===== config.mk =====
export PLATFORM = sky130hd
export DESIGN_NAME = epoch_seconds_to_calendar
export DESIGN_NICKNAME = d
export VERILOG_FILES = /design/src/rtl/core/esc_pkg.sv /design/src/rtl/core/epoch_seconds_to_calendar.sv
export SDC_FILE = /design/constraint.sdc
export NUM_CORES = 2
export LEC_CHECK = 0
export BUFFER_PORTS_ARGS = -buffer_cell sky130_fd_sc_hd__buf_4
export CAP_MARGIN = 20
export CORE_AREA = 2 2 361 363
export CTS_CLUSTER_DIAMETER = 150
export CTS_CLUSTER_SIZE = 28
export DETAILED_ROUTE_END_ITERATION = 10
export DIE_AREA = 0 0 363 365
export GPL_TIMING_DRIVEN = 0
export HOLD_SLACK_MARGIN = 0.1
export PLACE_DENSITY = 0.69
export REMOVE_ABC_BUFFERS = 1
export SLEW_MARGIN = 40
export SYNTH_ARGS = -nofsm -noshare
export SYNTH_HDL_FRONTEND = slang
export SYNTH_SLANG_ARGS = --single-unit

===== constraint.sdc =====
create_clock -name clk -period 7 [get_ports clk]
set_clock_uncertainty 0.2 [all_clocks]
set_input_delay 1.75 -clock clk [delete_from_list [all_inputs] [get_ports clk]]
set_output_delay 1.75 -clock clk [all_outputs]
set_load 0.005 [all_outputs]

===== src/rtl/core/esc_pkg.sv =====
package esc_pkg;

    // Calendar constants.
    localparam logic [16:0] SECS_PER_DAY      = 17'd86400;
    localparam logic [11:0] SECS_PER_HOUR     = 12'd3600;
    localparam logic [11:0] SECS_PER_MIN      = 12'd60;
    localparam logic [16:0] DAYS_PER_WEEK     = 17'd7;
    localparam logic [16:0] EPOCH_WEEKDAY     = 17'd4;
    localparam logic [19:0] DAYS_PER_YEAR     = 20'd365;
    localparam logic [12:0] YEARS_PER_CENTURY = 13'd100;
    localparam logic [28:0] YEARS_PER_CYCLE   = 29'd400;
    localparam logic [8:0]  MARCH_YEAR_TAIL   = 9'd306;
    localparam logic [9:0]  GAUSS_OFFSET      = 10'd31;

    // Days from March 1 of year 1 BC to 1970-01-01, and the same plus two for
    // the 400-year cycle estimate.
    localparam logic [19:0] DAYS_TO_MARCH_1BC = 20'd719468;
    localparam logic [19:0] YEAR_EST_BIAS     = 20'd719470;

    // Reciprocal multipliers, rounded up. For every operand in range the
    // shifted product equals the exact floor of the quotient.
    localparam int unsigned DAY_SHIFT  = 35;
    localparam int unsigned HOUR_SHIFT = 30;
    localparam int unsigned MIN_SHIFT  = 20;
    localparam int unsigned WDAY_SHIFT = 20;
    localparam int unsigned YEAR_SHIFT = 48;
    localparam int unsigned CENT_SHIFT = 19;
    localparam int unsigned MON_SHIFT  = 20;

    // Seconds are first shifted right by 7, leaving a divide by 675.
    localparam logic [25:0] DAY_MUL =
        26'(((64'd1 << DAY_SHIFT) + 64'd674) / 64'd675);
    localparam logic [18:0] HOUR_MUL =
        19'(((64'd1 << HOUR_SHIFT) + 64'd3599) / 64'd3600);
    localparam logic [14:0] MIN_MUL =
        15'(((64'd1 << MIN_SHIFT) + 64'd59) / 64'd60);
    localparam logic [17:0] WDAY_MUL =
        18'(((64'd1 << WDAY_SHIFT) + 64'd6) / 64'd7);
    localparam logic [30:0] YEAR_MUL =
        31'(((64'd1 << YEAR_SHIFT) + 64'd146096) / 64'd146097);
    localparam logic [12:0] CENT_MUL =
        13'(((64'd1 << CENT_SHIFT) + 64'd99) / 64'd100);
    // Gauss month: floor(x * 10 / 306) taken as floor(x * 5 / 153).
    localparam logic [15:0] MON_MUL =
        16'(((64'd5 << MON_SHIFT) + 64'd152) / 64'd153);

    // Day of the March-based year on which a Gauss month starts,
    // 367 * m / 12 - 30, for months 1 (March) through 12 (February).
    function automatic logic [8:0] month_start(input logic [3:0] mon);
        logic [8:0] start_day;
        case (mon)
            4'd1:    start_day = 9'd0;
            4'd2:    start_day = 9'd31;
            4'd3:    start_day = 9'd61;
            4'd4:    start_day = 9'd92;
            4'd5:    start_day = 9'd122;
            4'd6:    start_day = 9'd153;
            4'd7:    start_day = 9'd184;
            4'd8:    start_day = 9'd214;
            4'd9:    start_day = 9'd245;
            4'd10:   start_day = 9'd275;
            4'd11:   start_day = 9'd306;
            4'd12:   start_day = 9'd337;
            default: start_day = 9'd0;
        endcase
        return start_day;
    endfunction

endpackage


===== src/rtl/core/epoch_seconds_to_calendar.sv =====
// Channel   Handshake           Payload
// -------   -----------------   ------------------------------------------------
// input     start / busy        epoch_seconds
// result    done (one cycle)    year_full, month_of_year, day_of_month,
//                               hour_of_day, minute_of_hour, second_of_minute,
//                               weekday
//
// One item enters per clock cycle. The work runs through ten register stages, each
// ending in one reciprocal multiply or the subtract and correction that follows one.
// The result of an item passes through stages 1 to 9 and the output registers, and is
// on the ports while done is high.
// busy stays low: the pipeline never holds, since the receiver takes every result.
// Reset clears only the valid bits; items in flight at reset are dropped.
module epoch_seconds_to_calendar
    import esc_pkg::*;
(
    input  logic        clk,
    input  logic        rst_n,
    input  logic        start,
    output logic        busy,
    input  logic [31:0] epoch_seconds,
    output logic        done,
    output logic [11:0] year_full,
    output logic [3:0]  month_of_year,
    output logic [4:0]  day_of_month,
    output logic [4:0]  hour_of_day,
    output logic [5:0]  minute_of_hour,
    output logic [5:0]  second_of_minute,
    output logic [2:0]  weekday
);

    localparam int unsigned NUM_STAGES = 10;

    // Valid bits travel alongside the data, one per stage.
    logic [NUM_STAGES-1:0] vld_reg, vld_next;

    // Stage 1: seconds and the day-count reciprocal product.
    logic [31:0] s1_secs_reg, s1_secs_next;
    logic [50:0] s1_pday_reg, s1_pday_next;
    // Stage 2: day count and second of day.
    logic [15:0] s2_days_reg, s2_days_next;
    logic [16:0] s2_rem_reg,  s2_rem_next;
    // Stage 3: products for hour, weekday, and the scaled year operand.
    logic [15:0] s3_days_reg, s3_days_next;
    logic [16:0] s3_rem_reg,  s3_rem_next;
    logic [35:0] s3_phr_reg,  s3_phr_next;
    logic [33:0] s3_pwd_reg,  s3_pwd_next;
    logic [28:0] s3_ydx_reg,  s3_ydx_next;
    // Stage 4: hour, second of hour, weekday, year product.
    logic [19:0] s4_mdays_reg, s4_mdays_next;
    logic [4:0]  s4_hour_reg,  s4_hour_next;
    logic [11:0] s4_rsec_reg,  s4_rsec_next;
    logic [2:0]  s4_wday_reg,  s4_wday_next;
    logic [59:0] s4_pyr_reg,   s4_pyr_next;
    // Stage 5: year estimate and minute product.
    logic [19:0] s5_mdays_reg, s5_mdays_next;
    logic [4:0]  s5_hour_reg,  s5_hour_next;
    logic [11:0] s5_rsec_reg,  s5_rsec_next;
    logic [2:0]  s5_wday_reg,  s5_wday_next;
    logic [11:0] s5_year_reg,  s5_year_next;
    logic [26:0] s5_pmin_reg,  s5_pmin_next;
    // Stage 6: minute, second, century product.
    logic [19:0] s6_mdays_reg, s6_mdays_next;
    logic [4:0]  s6_hour_reg,  s6_hour_next;
    logic [5:0]  s6_min_reg,   s6_min_next;
    logic [5:0]  s6_sec_reg,   s6_sec_next;
    logic [2:0]  s6_wday_reg,  s6_wday_next;
    logic [11:0] s6_year_reg,  s6_year_next;
    logic [24:0] s6_p100_reg,  s6_p100_next;
    // Stage 7: raw day of year and leap flag.
    logic [4:0]        s7_hour_reg, s7_hour_next;
    logic [5:0]        s7_min_reg,  s7_min_next;
    logic [5:0]        s7_sec_reg,  s7_sec_next;
    logic [2:0]        s7_wday_reg, s7_wday_next;
    logic [11:0]       s7_year_reg, s7_year_next;
    logic signed [11:0] s7_yday_reg, s7_yday_next;
    logic              s7_leap_reg, s7_leap_next;
    // Stage 8: corrected day of year.
    logic [4:0]  s8_hour_reg, s8_hour_next;
    logic [5:0]  s8_min_reg,  s8_min_next;
    logic [5:0]  s8_sec_reg,  s8_sec_next;
    logic [2:0]  s8_wday_reg, s8_wday_next;
    logic [11:0] s8_year_reg, s8_year_next;
    logic [8:0]  s8_yday_reg, s8_yday_next;
    // Stage 9: Gauss month product.
    logic [4:0]  s9_hour_reg, s9_hour_next;
    logic [5:0]  s9_min_reg,  s9_min_next;
    logic [5:0]  s9_sec_reg,  s9_sec_next;
    logic [2:0]  s9_wday_reg, s9_wday_next;
    logic [11:0] s9_year_reg, s9_year_next;
    logic [8:0]  s9_yday_reg, s9_yday_next;
    logic [25:0] s9_pmon_reg, s9_pmon_next;
    // Output registers.
    logic [11:0] out_year_reg, out_year_next;
    logic [3:0]  out_mon_reg,  out_mon_next;
    logic [4:0]  out_mday_reg, out_mday_next;
    logic [4:0]  out_hour_reg, out_hour_next;
    logic [5:0]  out_min_reg,  out_min_next;
    logic [5:0]  out_sec_reg,  out_sec_next;
    logic [2:0]  out_wday_reg, out_wday_next;

    // Intermediate values.
    logic [32:0] day_secs;
    logic [19:0] year_base;
    logic [16:0] hour_secs;
    logic [16:0] wday_x;
    logic [16:0] week_days;
    logic [19:0] year_op;
    logic [11:0] min_secs;
    logic [5:0]  cent_q;
    logic [3:0]  quad_cent_q;
    logic [19:0] year_days;
    logic [20:0] yday_wide;
    logic [12:0] cent_years;
    logic [11:0] yday_fixed;
    logic [9:0]  gauss_x;
    logic [3:0]  gauss_mon;
    logic [8:0]  mday_wide;

    always_comb
    begin
        // Nothing stalls, so the valid bits simply shift.
        vld_next = {vld_reg[NUM_STAGES-2:0], start};

        // Stage 1: floor(secs / 86400) = floor((secs >> 7) / 675).
        s1_secs_next = epoch_seconds;
        s1_pday_next = 51'(epoch_seconds[31:7]) * 51'(DAY_MUL);

        // Stage 2.
        s2_days_next = s1_pday_reg[50:35];
        day_secs     = 33'(s2_days_next) * 33'(SECS_PER_DAY);
        s2_rem_next  = 17'(s1_secs_reg - day_secs[31:0]);

        // Stage 3: 1970-01-01 was a Thursday.
        s3_days_next = s2_days_reg;
        s3_rem_next  = s2_rem_reg;
        s3_phr_next  = 36'(s2_rem_reg) * 36'(HOUR_MUL);
        wday_x       = 17'(s2_days_reg) + EPOCH_WEEKDAY;
        s3_pwd_next  = 34'(wday_x) * 34'(WDAY_MUL);
        year_op      = 20'(s2_days_reg) + YEAR_EST_BIAS;
        s3_ydx_next  = 29'(year_op) * YEARS_PER_CYCLE;

        // Stage 4.
        s4_hour_next  = s3_phr_reg[34:30];
        hour_secs     = 17'(s4_hour_next) * 17'(SECS_PER_HOUR);
        s4_rsec_next  = 12'(s3_rem_reg - hour_secs);
        week_days     = 17'(s3_pwd_reg[33:20]) * DAYS_PER_WEEK;
        s4_wday_next  = 3'((17'(s3_days_reg) + EPOCH_WEEKDAY) - week_days);
        s4_pyr_next   = 60'(s3_ydx_reg) * 60'(YEAR_MUL);
        s4_mdays_next = 20'(s3_days_reg) + DAYS_TO_MARCH_1BC;

        // Stage 5: March-based year estimate from the 400-year cycle.
        s5_mdays_next = s4_mdays_reg;
        s5_hour_next  = s4_hour_reg;
        s5_rsec_next  = s4_rsec_reg;
        s5_wday_next  = s4_wday_reg;
        s5_year_next  = s4_pyr_reg[59:48];
        s5_pmin_next  = 27'(s4_rsec_reg) * 27'(MIN_MUL);

        // Stage 6.
        s6_mdays_next = s5_mdays_reg;
        s6_hour_next  = s5_hour_reg;
        s6_wday_next  = s5_wday_reg;
        s6_year_next  = s5_year_reg;
        s6_min_next   = s5_pmin_reg[25:20];
        min_secs      = 12'(s6_min_next) * SECS_PER_MIN;
        s6_sec_next   = 6'(s5_rsec_reg - min_secs);
        s6_p100_next  = 25'(s5_year_reg) * 25'(CENT_MUL);

        // Stage 7: day of year against the estimated year, which may be
        // one too high and leave the day of year negative.
        s7_hour_next = s6_hour_reg;
        s7_min_next  = s6_min_reg;
        s7_sec_next  = s6_sec_reg;
        s7_wday_next = s6_wday_reg;
        s7_year_next = s6_year_reg;
        cent_q       = s6_p100_reg[24:19];
        quad_cent_q  = cent_q[5:2];
        year_base    = 20'(s6_year_reg) * DAYS_PER_YEAR;
        year_days    = year_base + 20'(s6_year_reg[11:2]) - 20'(cent_q)
                       + 20'(quad_cent_q);
        yday_wide    = 21'(s6_mdays_reg) - 21'(year_days);
        s7_yday_next = 12'(yday_wide);
        cent_years   = 13'(cent_q) * YEARS_PER_CENTURY;
        s7_leap_next = (s6_year_reg[1:0] == 2'b00)
                       && ((13'(s6_year_reg) != cent_years) || (cent_q[1:0] == 2'b00));

        // Stage 8: step back one year when the day of year went negative.
        s8_hour_next = s7_hour_reg;
        s8_min_next  = s7_min_reg;
        s8_sec_next  = s7_sec_reg;
        s8_wday_next = s7_wday_reg;
        yday_fixed   = s7_yday_reg + 12'(DAYS_PER_YEAR) + 12'(s7_leap_reg);
        if (s7_yday_reg[11])
        begin
            s8_yday_next = yday_fixed[8:0];
            s8_year_next = s7_year_reg - 12'd1;
        end
        else
        begin
            s8_yday_next = s7_yday_reg[8:0];
            s8_year_next = s7_year_reg;
        end

        // Stage 9: Gauss month, counted from March.
        s9_hour_next = s8_hour_reg;
        s9_min_next  = s8_min_reg;
        s9_sec_next  = s8_sec_reg;
        s9_wday_next = s8_wday_reg;
        s9_year_next = s8_year_reg;
        s9_yday_next = s8_yday_reg;
        gauss_x      = 10'(s8_yday_reg) + GAUSS_OFFSET;
        s9_pmon_next = 26'(gauss_x) * 26'(MON_MUL);

        // Output stage: day of month, then January and February move
        // into the following calendar year.
        out_hour_next = s9_hour_reg;
        out_min_next  = s9_min_reg;
        out_sec_next  = s9_sec_reg;
        out_wday_next = s9_wday_reg;
        gauss_mon     = s9_pmon_reg[23:20];
        mday_wide     = s9_yday_reg - month_start(gauss_mon) + 9'd1;
        out_mday_next = mday_wide[4:0];
        if (s9_yday_reg >= MARCH_YEAR_TAIL)
        begin
            out_year_next = s9_year_reg + 12'd1;
            out_mon_next  = gauss_mon - 4'd10;
        end
        else
        begin
            out_year_next = s9_year_reg;
            out_mon_next  = gauss_mon + 4'd2;
        end
    end

    always_ff @(posedge clk or negedge rst_n)
    begin
        if (!rst_n)
        begin
            vld_reg <= '0;
        end
        else
        begin
            vld_reg <= vld_next;
        end
    end

    always_ff @(posedge clk)
    begin
        s1_secs_reg  <= s1_secs_next;
        s1_pday_reg  <= s1_pday_next;

        s2_days_reg  <= s2_days_next;
        s2_rem_reg   <= s2_rem_next;

        s3_days_reg  <= s3_days_next;
        s3_rem_reg   <= s3_rem_next;
        s3_phr_reg   <= s3_phr_next;
        s3_pwd_reg   <= s3_pwd_next;
        s3_ydx_reg   <= s3_ydx_next;

        s4_mdays_reg <= s4_mdays_next;
        s4_hour_reg  <= s4_hour_next;
        s4_rsec_reg  <= s4_rsec_next;
        s4_wday_reg  <= s4_wday_next;
        s4_pyr_reg   <= s4_pyr_next;

        s5_mdays_reg <= s5_mdays_next;
        s5_hour_reg  <= s5_hour_next;
        s5_rsec_reg  <= s5_rsec_next;
        s5_wday_reg  <= s5_wday_next;
        s5_year_reg  <= s5_year_next;
        s5_pmin_reg  <= s5_pmin_next;

        s6_mdays_reg <= s6_mdays_next;
        s6_hour_reg  <= s6_hour_next;
        s6_min_reg   <= s6_min_next;
        s6_sec_reg   <= s6_sec_next;
        s6_wday_reg  <= s6_wday_next;
        s6_year_reg  <= s6_year_next;
        s6_p100_reg  <= s6_p100_next;

        s7_hour_reg  <= s7_hour_next;
        s7_min_reg   <= s7_min_next;
        s7_sec_reg   <= s7_sec_next;
        s7_wday_reg  <= s7_wday_next;
        s7_year_reg  <= s7_year_next;
        s7_yday_reg  <= s7_yday_next;
        s7_leap_reg  <= s7_leap_next;

        s8_hour_reg  <= s8_hour_next;
        s8_min_reg   <= s8_min_next;
        s8_sec_reg   <= s8_sec_next;
        s8_wday_reg  <= s8_wday_next;
        s8_year_reg  <= s8_year_next;
        s8_yday_reg  <= s8_yday_next;

        s9_hour_reg  <= s9_hour_next;
        s9_min_reg   <= s9_min_next;
        s9_sec_reg   <= s9_sec_next;
        s9_wday_reg  <= s9_wday_next;
        s9_year_reg  <= s9_year_next;
        s9_yday_reg  <= s9_yday_next;
        s9_pmon_reg  <= s9_pmon_next;

        out_year_reg <= out_year_next;
        out_mon_reg  <= out_mon_next;
        out_mday_reg <= out_mday_next;
        out_hour_reg <= out_hour_next;
        out_min_reg  <= out_min_next;
        out_sec_reg  <= out_sec_next;
        out_wday_reg <= out_wday_next;
    end

    assign busy             = 1'b0;
    assign done             = vld_reg[NUM_STAGES-1];
    assign year_full        = out_year_reg;
    assign month_of_year    = out_mon_reg;
    assign day_of_month     = out_mday_reg;
    assign hour_of_day      = out_hour_reg;
    assign minute_of_hour   = out_min_reg;
    assign second_of_minute = out_sec_reg;
    assign weekday          = out_wday_reg;

endmodule


==> impl_metrics.yaml <==
route:
  ant_nets: 0
  drc: 0
  drt-initial-drc-count: 1350
  wl_per_cell_microns: 15.7
  first_pass_iters: 7
  met3_length_microns: 4000
  num_vias: 31700
  top_layer: "met4"
  m1WireLength_microns: 46900
  drt_wl_total_microns: 104000
  avgViaCountPerCell: 4.78
  wl_met2_microns: 51300
global_route:
  grt_pass1_wl_microns: 174000
  grt_usage: 0.163
  antenna_found_initial: 1
  gr-total-overflow: 0
  grt_max_degree: 30
  grt_pass1_vias: 34100
cts:
  clk-insertion-delay-late_ns: 0.59
  cts_root_buf: "clkbuf_16"
  cts_tree: "built"
  clock-sinks: 445
  cts_buffer_depth: 3
  clk_pin_slew_ns: 0.11
  htreeDepth: 1
  hold_buffers: 0
  cts_buffers: 20
yosys:
  synth.distinct_cells: 78
  synth-edff-count: 0
  syn_area_per_cell_sq_um: 10.6
  synth_ff_type: "dfxtp_1"
  ys_seq_elements: 445
  yosysSeqAreaShare: 0.176
  synth_async_sr_flop_share: 0.0225
  syn_area_sq_um: 51000
  synth_top_area_share: 0.296
  ys_warn_count: 0
  synth_area_leaders: "fa_1 30%, ha_1 29%, dfxtp_1 17%, inv_1 9.9%, xnor2_1 2.6%"
  synth_area_leader_cell: "fa_1"
  syn_inst: 4816
die:
  die_area_sq_um: 132000
  io_pins: 78
  die_w_microns: 363
  rows: 132
  die_h_microns: 365
  start_util: 0.397
  core_area_sq_um: 129000
worst_setup_path:
  crit_required_ns: 7.29
  crit_fanout: 7
  rr_worst_depth: 24
  reg2reg_setup_slack_ns: 0.13
  crit_type: "input pin to flop"
  r2r_end: "s4_pyr_reg[58]"
  crit_arrival_ns: 7.50
  cp-end-kind: "flop"
  startpoint_type: "input pin"
  reg2reg_from: "s3_ydx_reg[27]"
min_path:
  holdPathEnd: "s8_hour_reg[4]"
  min_path_type: "flop to flop"
  hold_path_depth: 0
  min_from: "s7_hour_reg[4]"
sta:
  slew_viol_final: 0
  setup_viol: 8
  period_share: 1.03
  slew_headroom: 0.500
  rsz0062_at_grt: "yes"
  fin_ws_ns: -0.211
  fin_crit_ns: 7.21
  tightest_slew_ns: 0.744
  hold_viol_final: 0
  fmax_ghz: 0.139
layout:
  drive_above_1_share: 0.0672
  n_antenna_cell: 0
  layout.nets: 6950
  largest_reg_flops: 24
  area_growth_pct: 9.17
placed_design:
  place_hpwl_microns: 89300
  numPortBuffers: 76
  gp_congestion: 0.925
  dp_slack_ns: -1.35
status:
  status: "finished, violations left"
  violations: "negative setup slack"
flow_run:
  cap_violations: 0
==> critical path: stages <==
cell and delay, ns:
buf_12 0.11, fa_1 0.48, ha_1 0.29, inv_1 0.05
fa_1 0.50, inv_2 0.06, fa_2 0.61, inv_1 0.06
fa_1 0.38, fa_1 0.48, fa_1 0.49, inv_1 0.04
ha_1 0.30, nand4_1 0.19, nor4_4 0.07, buf_4 0.15
a221oi_4 0.31, nand2_2 0.12, a21oi_4 0.24, o221ai_4 0.18
o2111ai_2 0.24, buf_4 0.16, nand3b_1 0.08, xor2_1 0.16
==> area by class of cell <==
type	instances	area, sq um
Fill cell	12000	72900
Multi-Input combinational cell	3015	37800
Sequential cell	445	9040
Inverter	1340	5030
Tap cell	1675	2100
Timing Repair Buffer	145	1240
Clock buffer	22	529
Clock inverter	3	36.3
==> timing repair <==
item / in CTS / in global routing
pin swaps: 48 / 63
resized for setup: 141 / 90
setup buffers: 33 / 37
endpoints found under the setup margin: 32 / 28
cloned: 0 / 1
endpoints found under the hold margin: 0 / 0
==> per-layer routing <==
layer | vias to the layer above | GRT usage
met3 | 129 | 0.0140
met1 | 15600 | 0.215
met2 | 549 | 0.290
met5 | - | 0
li1 | 15400 | -
met4 | 0 | 0.0337
==> how the worst max path moves through the flow <==
stage,end,cells after the start,slack [ns],startpoint
2_1_floorplan,s1_pday_reg[50],21,-0.43,epoch_seconds[11]
3_3_place_gp,s1_pday_reg[50],21,-1.37,epoch_seconds[29]
3_5_place_dp,s1_pday_reg[50],21,-1.35,epoch_seconds[29]
4_1_cts,flop,25,-0.16,s8_yday_reg[0]
5_1_grt,s1_pday_reg[49],25,-0.42,epoch_seconds[22]
6_report,s1_pday_reg[49],24,-0.21,epoch_seconds[25]
==> cell families after synthesis <==
family,share of synthesized area
muxes,0.00142
adders and majority gates,0.589
DFF,0.176
buffers and inverters,0.100
other,0.0000735
and+or+nand+nor,0.0391
AOI/OAI and AO/OA,0.0549
xor gates and xnor gates,0.0403
==> layout by cell type (no fill, tap or decap), types with 11 or more instances in the layout <==
cell type,count
buf_4,129
and2_1,13
xnor2_1,151
nor2_1,82
nor3_1,33
o21a_1,13
ha_2,16
dfxtp_1,410
xor2_1,77
o21ai_0,58
o31ai_1,12
and3_1,18
clkbuf_16,21
dfxtp_4,19
fa_2,16
nand4_1,24
nor2b_1,29
nand3_1,40
a21oi_1,113
ha_4,26
inv_1,1322
o211ai_1,15
a211oi_1,12
fa_1,739
nand2b_1,11
o21bai_1,15
a21o_1,74
a31oi_1,15
inv_2,17
nand2_1,93
ha_1,1151
==> synth_stat cells (6+ instances only) <==
library cell,count
nor2b_1,29
o21bai_1,15
nand2b_1,11
o2111ai_1,6
nand3_1,44
o31ai_1,12
xor2_1,80
inv_1,1340
dfxtp_1,435
o21ai_0,66
a211oi_1,16
ha_1,1193
and2_1,13
fa_1,755
xnor2_1,153
clkbuf_1,13
nand4_1,24
or2_2,6
o21a_1,13
a2111oi_0,7
a31oi_1,16
nor2_1,84
nor4_1,9
or3_1,10
a21oi_1,123
a221oi_1,7
nand2_1,98
and4_1,6
and3_1,18
o211ai_1,15
dfrtp_1,10
a21o_1,74
nor3_1,33
==> metrics by stage <==
step	util	instance area [sq um]	hold slack (ns)	TNS, ns	instances
2_1_floorplan	-	51000	0.110	-3.44	4799
3_3_place_gp	0.417	53600	0.110	-25.28	6550
3_5_place_dp	0.417	53600	0.112	-25.82	6550
4_1_cts	0.428	55000	0.132	-0.714	6608
5_1_grt	0.433	55700	0.135	-3.52	6645
6_report	0.433	55700	0.119	-1.06	6645
Power is left out: the tool's default activity adds up to more than one toggle a clock period on the data nets, which glitch-free logic cannot reach.
